## src/rtl/core/bb3_pkg.sv

```systemverilog
// Types and constants shared by the box blur stream modules.
package bb3_pkg;

   // Configuration register indexes.
   localparam logic CSR_LINE_WIDTH   = 1'b0;
   localparam logic CSR_FRAME_HEIGHT = 1'b1;

   localparam int CSR_DATA_W = 13;
   localparam int LW_BITS    = 12;
   localparam int FH_BITS    = 13;
   localparam int ROW_W      = 12;
   localparam int MAX_HEIGHT = 4096;
   localparam int MIN_DIM    = 3;
   localparam int RESET_DIM  = 2048;

   // Widths of the stored and produced values.
   localparam int OUT_W  = 8;
   localparam int CSUM_W = 10;
   localparam int WSUM_W = 12;

   // Division by nine: floor(x / 9) == (x * 3641) >> 15 for all x below 32768.
   localparam logic [WSUM_W-1:0] DIV9_MUL = 12'd3641;
   localparam int DIV9_SHIFT = 15;
   localparam int PROD_W     = 24;
   localparam logic [WSUM_W-1:0] ROUND_BIAS = 12'd4;

   // Depth of the queue between the front and the back; a power of two.
   localparam int QUEUE_DEPTH = 4;

   // What the front decides about each item.
   typedef struct packed {
      logic row_ge2;
      logic emit;
      logic last;
   } tag_type;

endpackage

```

## src/rtl/core/bb3_queue.sv

```systemverilog
// Short queue of classified items between the front and the back.
module bb3_queue #(
   parameter int WIDTH = 23
) (
   input  logic             clock,
   input  logic             reset,
   input  logic             push,
   input  logic [WIDTH-1:0] push_data,
   input  logic             pop,
   output logic [WIDTH-1:0] head_data,
   output logic             full,
   output logic             empty
);

   localparam int PW = $clog2(bb3_pkg::QUEUE_DEPTH);

   logic [WIDTH-1:0] slot_ff [bb3_pkg::QUEUE_DEPTH];
   logic [PW-1:0]    wr_ptr_ff, wr_ptr_in;
   logic [PW-1:0]    rd_ptr_ff, rd_ptr_in;
   logic [PW:0]      count_ff, count_in;

   assign full      = (count_ff == (PW+1)'(bb3_pkg::QUEUE_DEPTH));
   assign empty     = (count_ff == '0);
   assign head_data = slot_ff[rd_ptr_ff];

   // Pointer and fill count update.
   always_comb begin
      wr_ptr_in = push ? wr_ptr_ff + 1'b1 : wr_ptr_ff;
      rd_ptr_in = pop ? rd_ptr_ff + 1'b1 : rd_ptr_ff;
      count_in  = count_ff;
      unique case ({push, pop})
         2'b10:   count_in = count_ff + 1'b1;
         2'b01:   count_in = count_ff - 1'b1;
         default: count_in = count_ff;
      endcase
   end

   always_ff @(posedge clock) begin
      if (reset) begin
         wr_ptr_ff <= '0;
         rd_ptr_ff <= '0;
         count_ff  <= '0;
      end else begin
         wr_ptr_ff <= wr_ptr_in;
         rd_ptr_ff <= rd_ptr_in;
         count_ff  <= count_in;
      end
   end

   // Item storage.
   always_ff @(posedge clock) begin
      if (push) begin
         slot_ff[wr_ptr_ff] <= push_data;
      end
   end

endmodule

```

## config.mk

```make
export PLATFORM = sky130hd
export DESIGN_NAME = bb3_queue
export DESIGN_NICKNAME = d
export VERILOG_FILES = /design/src/rtl/core/bb3_pkg.sv /design/src/rtl/core/bb3_queue.sv
export SDC_FILE = /design/constraint.sdc
export NUM_CORES = 1
export LEC_CHECK = 0
export ABC_AREA = 0
export ABC_CLOCK_PERIOD_IN_PS = 3700
export BUFFER_PORTS_ARGS = -buffer_cell sky130_fd_sc_hd__buf_2
export CORE_MARGIN = 4
export CORE_UTILIZATION = 45
export DETAILED_ROUTE_END_ITERATION = 12
export PLACE_DENSITY = 0.67
export SETUP_SLACK_MARGIN = 0.15
export SLEW_MARGIN = 10
export SYNTH_ARGS = -nofsm -noshare
export SYNTH_HDL_FRONTEND = slang
export SYNTH_SLANG_ARGS = --single-unit
```

## constraint.sdc

```tcl
create_clock -name clock -period 3.7 [get_ports clock]
set_input_delay 0.74 -clock clock [delete_from_list [all_inputs] [get_ports clock]]
set_output_delay 0.74 -clock clock [all_outputs]
set_load 0.05 [all_outputs]
```

## Yosys cells after proc, flatten, opt, wreduce, memory -nomap -nowiden

Memory sizes are Yosys's and may differ from the RTL's. A register that Yosys moved wholly into a read port is not among the register bits.
Index checks and enable logic that the tools add are counted.

| storage, ports and cells | value |
|---|---|
| flip-flop bits (word level) | 7 |
| RAM bits | 92 |
| output and inout bits | 25 |
| logic and storage cells | 18 |
| memories kept | 1 |

| operators by class | value |
|---|---|
| add/sub/neg operators | 4 |
| equal/unequal tests | 3 |
| muxes and demuxes | 5 |
| reductions and logical operators | 2 |

Memory list:

| memory | words | width | read ports | clocked after Yosys merged registers in | write ports | line | source |
|---|---|---|---|---|---|---|---|
| slot_ff | 4 | 23 | 1 | 1 | 1 | bb3_queue.sv:17 | `logic [WIDTH-1:0] slot_ff [bb3_pkg::QUEUE_DEPTH];` |

Operators with widths:

| cell | number |
|---|---|
| 3-bit case mux with 2 select lines | 1 |
| 2-bit by 1-bit adder with 2-bit output (second input constant) | 2 |
| 2-bit 2-to-1 mux | 2 |
| 3-bit by 1-bit adder with 3-bit output (second input constant) | 1 |
| 3-bit equality test (second input constant) | 1 |
| 3-bit zero test | 1 |
| 3-bit by 1-bit subtractor with 3-bit output (second input constant) | 1 |
| 2-bit by 1-bit equality test with 1-bit output (second input constant) | 1 |
| 2-bit equality test (second input constant) | 1 |
| 1-bit 2-to-1 mux | 2 |
| 2-bit nonzero test | 1 |

## Logic depth before layout (Yosys ltp)

| logic depth | value |
|---|---|
| depth after elaboration | 3 |
| gate-level depth with buffers | 7 |
| mapped depth without buffers | 7 |

## Worst setup path after synthesis

OpenSTA, ideal clock, no wires.

| timing path | value |
|---|---|
| kind | flip-flop to output port |
| start | register count_ff[1] |
| end | output empty |
| arrival | 1.397 ns |
| data required time | 2.960 ns |
| slack | 1.563 ns |
| cell stages (with the launch flop) | 2 |
| path buffers | 0 |
| cells stage by stage | dfxtp_1 nor3_1 |

| between the ends | value |
|---|---|
| longest elaborated chain between the ends | 1 |

Ends and longest elaborated chain:

| what | line | source |
|---|---|---|
| start, declared | bb3_queue.sv:20 | `logic [PW:0] count_ff, count_in;` |
| start signal, assigned | bb3_queue.sv:46 | `count_ff <= count_in;` |
| 3-bit zero test | bb3_queue.sv:23 | `assign empty = (count_ff == '0);` |
| end, declared | bb3_queue.sv:12 | `output logic empty` |

Every way passes these cells.

==> results.cfg <==
[outcome]
outcome = complete, no violations

[sta]
final-hold-violation-count = 0
tightest_slew_ps = 825
max_freq_ghz = 0.353
report.final.setup_viol = 0
slew_headroom = 0.450
slew_viol_final = 0
rsz0062_at_grt = false
finClkSkew_ps = 5.49
min_period_ps = 2840
tns_ps = 0
post-route-period-util = 0.766

[routing]
vias = 1712
vias_per_cell = 5.07
drc = 0
dr.pass1.iters = 4
routed_wl_um = 6020
wl_per_cell_um = 17.8
antenna_left = 0
drt-initial-drc-count = 47

[critical_path]
worstSetupStartpointType = flip-flop
required_ps = 2960
critPathKind = flip-flop to output pin
crit_chain = mux4_1 -> buf_2
cp-end-kind = output pin
crit_path_max_incr_delay_ps = 880
crit_arrival_ps = 2100
r2r_cells = 4
slowest_stage = dfxtp_2
cp_top_family = flip-flops
cp_num_buf_inv = 1
critPathMaxFanout = 23
r2r_slack_ps = 1930
r2r_start = wr_ptr_ff[0]
path_depth = 2

[global_route]
track_usage = 0.135
antenna_found_initial = 0
grt_pass1_wl_um = 9920
grt_max_degree = 24
overflow = 0
grt_pass1_vias = 1869

[cts]
hold_buffers = 0
cts_setup_buffers = 0
cts.sinks = 101
cts_root_buffer = clkbuf_8
cts_made_buffers = 9
clk_pin_slew_ps = 90
htreeDepth = 3
clock_latency_ps = 350
cts_tree = built
ctsResizeCount = 0
clk_path_buf_depth = 2

[min_path]
hold_depth = 2
holdCritStartpoint = count_ff[2]
hold_path_class = flip-flop to flip-flop

[floorplanning]
initial_utilization = 0.461
core_um2 = 8220
die_area_um2 = 9950
die_h_um = 99.7
rows = 33
die_width_um = 99.7
io_pins = 52

[logic_synthesis]
avgSynthCellArea_um2 = 22.7
synthDistinctLibCells = 22
synth-edff-count = 92
synthesis.instances = 167
yosys_register_bits = 101
yosysTopAreaCell = edfxtp_1
yosysTopAreaCellShare = 0.729
syn_area_um2 = 3790
synth_commonest_cells = edfxtp_1, mux4_2, dfxtp_1
synth_area_leaders = edfxtp_1, mux4_2, dfxtp_1, mux4_1, ha_1
ys_warn_count = 0
ys_seq_area_frac = 0.777
dominantRegCellSynth = edfxtp_1
async_flop_share = 0
synth_nets = 200
synth.most_common_cell = edfxtp_1

[pwr]
worst_ir_drop_vdd_v = 0.000223
p_leak_nw = 1.51
power_density_nw_per_um2 = 557

[layout]
syn2layout_area_growth_pct = 15.2
finalNetCount = 261
fillers = 642
antenna_cells = 0
drive_gt1_frac = 0.391
instances_no_fill = 338

[placement]
hpwl_um = 3970
io_buffer_count = 51
dp_cells = 322
place.gp.congestion = 0.694

[job]
drv_cap = 0
==> registers in the layout (all words and copies together), names as in the netlist, named ones only <==
register	count
wr_ptr_ff	2
slot_ff	92
count_ff	3
rd_ptr_ff	2
==> power breakdown <==
part	total [mW]	internal, mW	leakage, nW	switching [mW]
Combinational	0.362	0.115	0.486	0.247
Clock	0.733	0.384	0.104	0.349
Sequential	1.33	1.30	0.920	0.0301
==> stage by stage <==
step                      hold WS, ps  instance area (µm²)   util  setup WS (ps)  power, mW
after floorplan                   467                 3790      -           1560       1.64
after global placement            488                 4150  0.505           1170       1.73
after detailed placement          502                 4150  0.505           1180       1.73
after CTS                         517                 4360  0.531            773       2.46
after global routing              537                 4360  0.531            673       2.53
final                             513                 4360  0.531            865       2.43
==> worst reg2reg max path, cell delays in order (launching register included) <==
cell	delay (ps)
dfxtp_1	360
inv_1	90
ha_1	130
and2_1	540
buf_4	350
==> area by class of cell <==
type	instances	area, µm²	share of cell area
Sequential cell	101	2940	0.675
Multi-Input combinational cell	54	757	0.173
Timing Repair Buffer	56	293	0.0671
Clock buffer	11	131	0.0301
Tap cell	105	131	0.0301
Clock inverter	5	85.1	0.0195
Inverter	6	22.5	0.00516
==> kinds of logic (layout without fill, tap and decap cells) <==
kind of cell	Yosys count	count (layout)	synth area share
AND/OR/NAND/NOR	16	16	0.0202
multiplexers	24	24	0.142
XOR/XNOR	5	5	0.0116
AO/OA/AOI/OAI	3	3	0.00396
flip-flops	101	101	0.777
buffers and inverters	12	78	0.0231
adder cells (fa/ha/maj)	6	6	0.0218
==> per-layer routing <==
layer	track usage	routed length, µm	vias to the layer above
met5	0	0	-
met4	0.0599	108	0
met3	0.0393	370	10
met2	0.224	3170	40
met1	0.164	2380	870
li1	-	-	792
==> final timing paths <==
check / endpoint
max: head_data[20]
min: count_ff[2]
max reg2reg: slot_ff[2][5]
min reg2reg: count_ff[2]
==> layout by cell type (no fill, tap or decap), types with 3 or more instances in the layout <==
master / count
buf_2: 51
mux4_2: 20
buf_4: 5
ha_1: 5
dfxtp_1: 8
and2_1: 4
xor2_1: 3
inv_1: 6
clkbuf_8: 9
edfxtp_1: 92
nor2_1: 8
mux4_1: 3
Power figures use the tool's default switching activity.
