### src/rtl/core/bb3_pkg.sv
// Types and constants shared by the box blur stream modules.
package bb3_pkg;

   // Configuration register indexes.
   localparam logic CSR_LINE_WIDTH   = 1'b0;
   localparam logic CSR_FRAME_HEIGHT = 1'b1;

   localparam int CSR_DATA_W = 13;
   localparam int LW_BITS    = 12;
   localparam int FH_BITS    = 13;
   localparam int ROW_W      = 12;
   localparam int MAX_HEIGHT = 4096;
   localparam int MIN_DIM    = 3;
   localparam int RESET_DIM  = 2048;

   // Widths of the stored and produced values.
   localparam int OUT_W  = 8;
   localparam int CSUM_W = 10;
   localparam int WSUM_W = 12;

   // Division by nine: floor(x / 9) == (x * 3641) >> 15 for all x below 32768.
   localparam logic [WSUM_W-1:0] DIV9_MUL = 12'd3641;
   localparam int DIV9_SHIFT = 15;
   localparam int PROD_W     = 24;
   localparam logic [WSUM_W-1:0] ROUND_BIAS = 12'd4;

   // Depth of the queue between the front and the back; a power of two.
   localparam int QUEUE_DEPTH = 4;

   // What the front decides about each item.
   typedef struct packed {
      logic row_ge2;
      logic emit;
      logic last;
   } tag_type;

endpackage

### src/rtl/core/bb3_front.sv
// Front part: configuration registers, frame position counters and item classification.
module bb3_front #(
   parameter int MAX_LINE = 2048
) (
   input  logic                           clock,
   input  logic                           reset,
   input  logic                           csr_we,
   input  logic                           csr_index,
   input  logic [bb3_pkg::CSR_DATA_W-1:0] csr_wdata,
   input  logic                           accept,
   output logic [$clog2(MAX_LINE)-1:0]    col,
   output bb3_pkg::tag_type               tag
);

   localparam int CW = $clog2(MAX_LINE);
   localparam int RESET_W = (MAX_LINE < bb3_pkg::RESET_DIM) ? MAX_LINE : bb3_pkg::RESET_DIM;

   logic [CW-1:0]                 w_last_ff, w_last_in;
   logic [bb3_pkg::ROW_W-1:0]     h_last_ff, h_last_in;
   logic [CW-1:0]                 col_ff, col_in;
   logic [bb3_pkg::ROW_W-1:0]     row_ff, row_in;
   logic [31:0]                   lw_val;
   logic [31:0]                   fh_val;
   logic                          last_col;
   logic                          last_row;

   // Clamp written sizes into range and keep them as last index values.
   always_comb begin
      lw_val = 32'(csr_wdata[bb3_pkg::LW_BITS-1:0]);
      fh_val = 32'(csr_wdata[bb3_pkg::FH_BITS-1:0]);
      if (lw_val < 32'(bb3_pkg::MIN_DIM)) begin
         lw_val = 32'(bb3_pkg::MIN_DIM);
      end else if (lw_val > 32'(MAX_LINE)) begin
         lw_val = 32'(MAX_LINE);
      end
      if (fh_val < 32'(bb3_pkg::MIN_DIM)) begin
         fh_val = 32'(bb3_pkg::MIN_DIM);
      end else if (fh_val > 32'(bb3_pkg::MAX_HEIGHT)) begin
         fh_val = 32'(bb3_pkg::MAX_HEIGHT);
      end
      w_last_in = w_last_ff;
      h_last_in = h_last_ff;
      if (csr_we) begin
         unique case (csr_index)
            bb3_pkg::CSR_LINE_WIDTH:   w_last_in = CW'(lw_val - 32'd1);
            bb3_pkg::CSR_FRAME_HEIGHT: h_last_in = bb3_pkg::ROW_W'(fh_val - 32'd1);
            default: ;
         endcase
      end
   end

   // Classify the item at the current position.
   assign last_col    = (col_ff >= w_last_ff);
   assign last_row    = (row_ff >= h_last_ff);
   assign tag.row_ge2 = (row_ff >= bb3_pkg::ROW_W'(2));
   assign tag.emit    = tag.row_ge2 && (col_ff >= CW'(2));
   assign tag.last    = tag.emit && last_col && last_row;
   assign col         = col_ff;

   // Advance the raster position on each accepted item.
   always_comb begin
      col_in = col_ff;
      row_in = row_ff;
      if (accept) begin
         if (last_col) begin
            col_in = '0;
            row_in = last_row ? '0 : row_ff + 1'b1;
         end else begin
            col_in = col_ff + 1'b1;
         end
      end
   end

   always_ff @(posedge clock) begin
      if (reset) begin
         w_last_ff <= CW'(RESET_W - 1);
         h_last_ff <= bb3_pkg::ROW_W'(bb3_pkg::RESET_DIM - 1);
         col_ff    <= '0;
         row_ff    <= '0;
      end else begin
         w_last_ff <= w_last_in;
         h_last_ff <= h_last_in;
         col_ff    <= col_in;
         row_ff    <= row_in;
      end
   end

endmodule

### config.mk
export PLATFORM = sky130hd
export DESIGN_NAME = bb3_front
export DESIGN_NICKNAME = d
export VERILOG_FILES = /design/src/rtl/core/bb3_pkg.sv /design/src/rtl/core/bb3_front.sv
export SDC_FILE = /design/constraint.sdc
export NUM_CORES = 1
export LEC_CHECK = 0
export ABC_CLOCK_PERIOD_IN_PS = 3050
export BUFFER_PORTS_ARGS = -buffer_cell sky130_fd_sc_hd__buf_2
export CORE_ASPECT_RATIO = 0.75
export CORE_MARGIN = 8
export CORE_UTILIZATION = 56
export DETAILED_ROUTE_END_ITERATION = 12
export PLACE_DENSITY = 0.76
export RECOVER_POWER = 100
export SLEW_MARGIN = 20
export SYNTH_ARGS = -nofsm -noshare
export SYNTH_HDL_FRONTEND = slang
export SYNTH_SLANG_ARGS = --single-unit
### constraint.sdc
create_clock -name clock -period 3.05 [get_ports clock]
set_input_delay 0 -clock clock [delete_from_list [all_inputs] [get_ports clock]]
set_output_delay 0 -clock clock [all_outputs]
set_load 0.05 [all_outputs]
### Word level (Yosys, flattened, before mapping)

Cells that the tools add are included.

| storage, ports and cells | value |
|---|---|
| bits in registers | 46 |
| input bits | 18 |
| output and inout port bits | 14 |
| word-level logic and storage cells | 29 |

| operators by class | value |
|---|---|
| $add $sub $neg | 4 |
| $lt $le $gt $ge | 8 |
| muxes and demuxes | 6 |
| bitwise gates (word level) | 1 |
| reductions and logical operators | 6 |

Operators by type and width:

| cell | number |
|---|---|
| 12-bit 2-to-1 mux | 3 |
| 11-bit 2-to-1 mux | 3 |
| 13-bit > comparator (second input constant) | 1 |
| 13-bit by 2-bit < comparator with 1-bit output (second input constant) | 1 |
| 12-bit by 1-bit adder with 12-bit output (second input constant) | 1 |
| 12-bit greater-or-equal comparator | 1 |
| 12-bit by 2-bit greater-or-equal comparator with 1-bit output (second input constant) | 1 |
| 12-bit > comparator (second input constant) | 1 |
| 12-bit by 2-bit < comparator with 1-bit output (second input constant) | 1 |
| 12-bit by 1-bit subtractor with 12-bit output (second input constant) | 1 |
| 11-bit by 1-bit adder with 11-bit output (second input constant) | 1 |
| 11-bit greater-or-equal comparator | 1 |
| 11-bit by 2-bit greater-or-equal comparator with 1-bit output (second input constant) | 1 |
| 11-bit by 1-bit subtractor with 11-bit output (second input constant) | 1 |
| 2-bit AND reduction | 3 |
| 1-bit logical AND | 3 |
| 1-bit inverter | 1 |

### Longest topological paths before layout

| logic depth | value |
|---|---|
| depth after elaboration | 4 |
| gate-level depth with buffers | 13 |
| mapped depth without buffers | 10 |

### Least setup slack after synthesis

No wires, ideal clock.

| timing | value |
|---|---|
| path kind | reg2reg |
| from | register col_ff[0] (netlist: col[0]) |
| to | register col_ff[3] (netlist: col[3]) |
| setup time | 0.065 ns |
| arrival | 2.418 ns |
| slack | 0.566 ns |
| cell stages (with the launch flop) | 10 |
| clock period less this slack | 2.484 ns |
| cells stage by stage | dfxtp_1 inv_1 ha_1 nor2b_1 o21ai_0 a21oi_2 a21boi_1 or2_2 clkbuf_1 nor2_1 |

| on the way | value |
|---|---|
| longest elaborated chain between the ends | 2 |
| elaborated cells between the ends (all ways) | 3 |
| those cells by class | 1 x add/sub; 1 x order compare; 1 x mux |

Ends and longest elaborated chain:

| item | line | text |
|---|---|---|
| start: declaration | bb3_front.sv:20 | `logic [CW-1:0] col_ff, col_in;` |
| start signal: assignment | bb3_front.sv:83 | `col_ff <= col_in;` |
| 11-bit by 1-bit adder with 11-bit output or 11-bit greater-or-equal comparator (tied branches) | bb3_front.sv:69, bb3_front.sv:53 |  |
| 11-bit 2-to-1 mux * | bb3_front.sv:65 | `if (last_col) begin` |

Mark *: on every way between the ends. The rest lies on a longest branch, timed or not.
A chain may end at the register's enable or synchronous reset.

==> metrics <==
Worst Hold Class input pin to register; Slew HR between 20% and 30%; Req. time, crit path between 3 and 4 ns; initial antenna violation count 0; Slowest-stage cell, CP dfxtp_1; EDFF count, synth 0; Seq/Total Area, Yosys between 30% and 40%; top cells by count, synth 46 x dfxtp_1, 39 x nand2_1, 38 x nor2_1, 30 x inv_1, 29 x ha_1; Via Count 2847; Synth Warn # 0; clock root cell clkbuf_8; crit-path max cell delay 0.52 ns; CP cell instances ha_1, a211oi_1, o21ai_0, a211oi_1, o21ai_0, and3_1, clkbuf_1; Setup TNS 0 ns; cell taking the most area after synthesis dfxtp_1; synth unique cells 55; crit path buf inv count 1; Seq. cell area slightly above 900 µm²; Top Family by Delay on Critical Path compound AO/OA/AOI/OAI gates; layout cell share with drive strength beyond 1 roughly 6.9%; Die ar. 8090 µm²; synthesized area slightly above 3000 µm²; Clock Skew between 0.007 and 0.008 ns; Max Root-Sink Buffers 2; crit path kind register to output pin; period utilization about 86%; number of global-route vias before repair about 2800; Pins Over Slew Limit 0; DRT antenna net count 0; CTS H-tree depth 2; Most used DFF post-synth dfxtp_1; Setup-failing EPs final 0; Worst-path clk slew ~0.08 ns; fmax ~380 MHz; final WL slightly below 8 mm; Routed WL per cell 16.1 µm; final hold viol count 0; # hold bufs at CTS 0; PortBufs 31; # rows 23; Max-cap violations 0; I/O pin count 32; crit path DAT 2.61 ns; drt first pass iters 7; peak supply drop approximately 0.31 mV; clk_lat worst skew 0.31 ns; first-pass GRT wire length roughly 13 mm; DIE WIDTH 101 µm; #FFs+latches synth 46; Area Growth Syn to Fin 6.43%; outcome finished clean; P_leak ~1.4 nW; Startpoint Class register; Post-Route Utilization between 60% and 70%; drt drc 0; P per Cell Area 405 nW/µm²; Synth area leaders dfxtp_1 30%, ha_1 12%, nand2_1 4.8%, nor2_1 4.7%, a21oi_1 4.3%; critical path endpoint category output pin; count leader, synth dfxtp_1; Post-Syn Nets between 400 and 500; Setup Fix Bufs, Post-CTS 0; TritonCTS clock tree done; final net count ~450; RSZ-0062 raised after global routing no; Cells after Synth approximately 390; minimum clock period after layout roughly 2.6 ns; cts bufs inserted 5; actual slew at the worst max-slew pin roughly 1.1 ns; vias per cell just under 6; gp weighted congestion approximately 0.95; Max FO, Critical Path 10; Synth top area share 30.2%; dpl hpwl about 5.8 mm; syn avg cell area 7.85 µm²; Synth async-reset ratio 0%; Inserted Diodes 0; Die Y roughly 80 µm; fillcell total around 500; post_cts resized 0; total overflow reported by the global router 0; GRT Total Usage around a fifth; largest net degree at the start of global routing 23; area occupied by multi-input gates about 1900 µm²; CTS Sinks between 40 and 50; Placeable Area 5300 µm²; Initial Util approximately 58%; 1st-iter DRT viols between 200 and 250
-- cells in the final DEF, fill, tap and decap left out, drive strengths merged, types with 3 or more instances in the layout --
cell    count
dfxtp      46
nand2      39
nor2       38
inv        31
ha         29
a21oi      27
clkbuf     21
o21ai      17
nand4      15
buf        15
xnor2      13
nand3      10
nor4        9
nor3        9
o211ai      9
a211oi      8
and3        8
xor2        7
or3         4
o221ai      4
o31ai       4
a21o        4
or2         3
o21a        3
a31oi       3
a21boi      3
-- sequential cells by signal, summed over array words and instances, names as in the netlist --
signal	cells
col	11
h_last_ff	12
row_ff	12
w_last_ff	11
-- layout make-up --
cell class	instances	share of cell area (%)
Clock buffer	5	2.12
Timing Repair Buffer	31	4.16
Inverter	30	3.47
Sequential cell	46	28.3
Clock inverter	3	1.35
Multi-Input combinational cell	290	57.7
Tap cell	75	2.89
-- path summary, 6_finish.rpt --
kind | startpoint | to | slack, ns | cells after the start
worst min-delay path | csr_wdata[6] | h_last_ff[6] | 0.05 | 3
worst max register to register | col[0] | col[1] | 0.56 | 8
worst min register to register | w_last_ff[6] | w_last_ff[6] | 0.47 | 1
worst max-delay path | row_ff[2] | tag[0] | 0.44 | 7
-- through the flow --
stage	worst slack, ns	power, mW	hold WS [ns]	cells	cell area, µm²
after detailed placement	0.580	0.871	0.346	472	3200
after global routing	0.307	1.38	0.0517	480	3250
final	0.441	1.32	0.0539	480	3250
after global placement	0.587	0.866	0.361	472	3200
after floorplan	0.566	0.814	0.189	389	3050
after CTS	0.530	1.33	0.0257	480	3310
-- tightest hold or removal path: stages --
cell       delay (ns)
buf_2            0.12
o2111ai_1        0.10
o2111ai_1        0.10
-- metal layers --
layer,GRT usage (%),vias to the layer above,part of all wire [%]
li1,-,1428,-
met1,26.8,1309,47
met2,31.5,100,44
met3,3.92,10,7.4
met4,6.37,0,1.2
met5,0,-,0
-- cell families (layout without fill, tap and decap cells) --
family                   after synthesis  count (layout)  synth area share (%)
buffers and inverters                 53              69                  6.97
XOR/XNOR                              20              20                  5.74
flip-flops                            46              46                  30.2
AND/OR/NAND/NOR                      144             144                  23.3
AO/OA/AOI/OAI                         97              97                  21.9
adder cells (fa/ha/maj)               29              29                  11.9
-- where the power goes --
| part | total [mW] | switching, mW | leakage [nW] | internal, mW |
|---|---|---|---|---|
| Clock | 0.464 | 0.218 | 0.0585 | 0.246 |
| Combinational | 0.208 | 0.140 | 1.02 | 0.0687 |
| Sequential | 0.646 | 0.0209 | 0.376 | 0.625 |
| Total | 1.32 | 0.378 | 1.45 | 0.939 |
(Power assumes the default switching activity.)
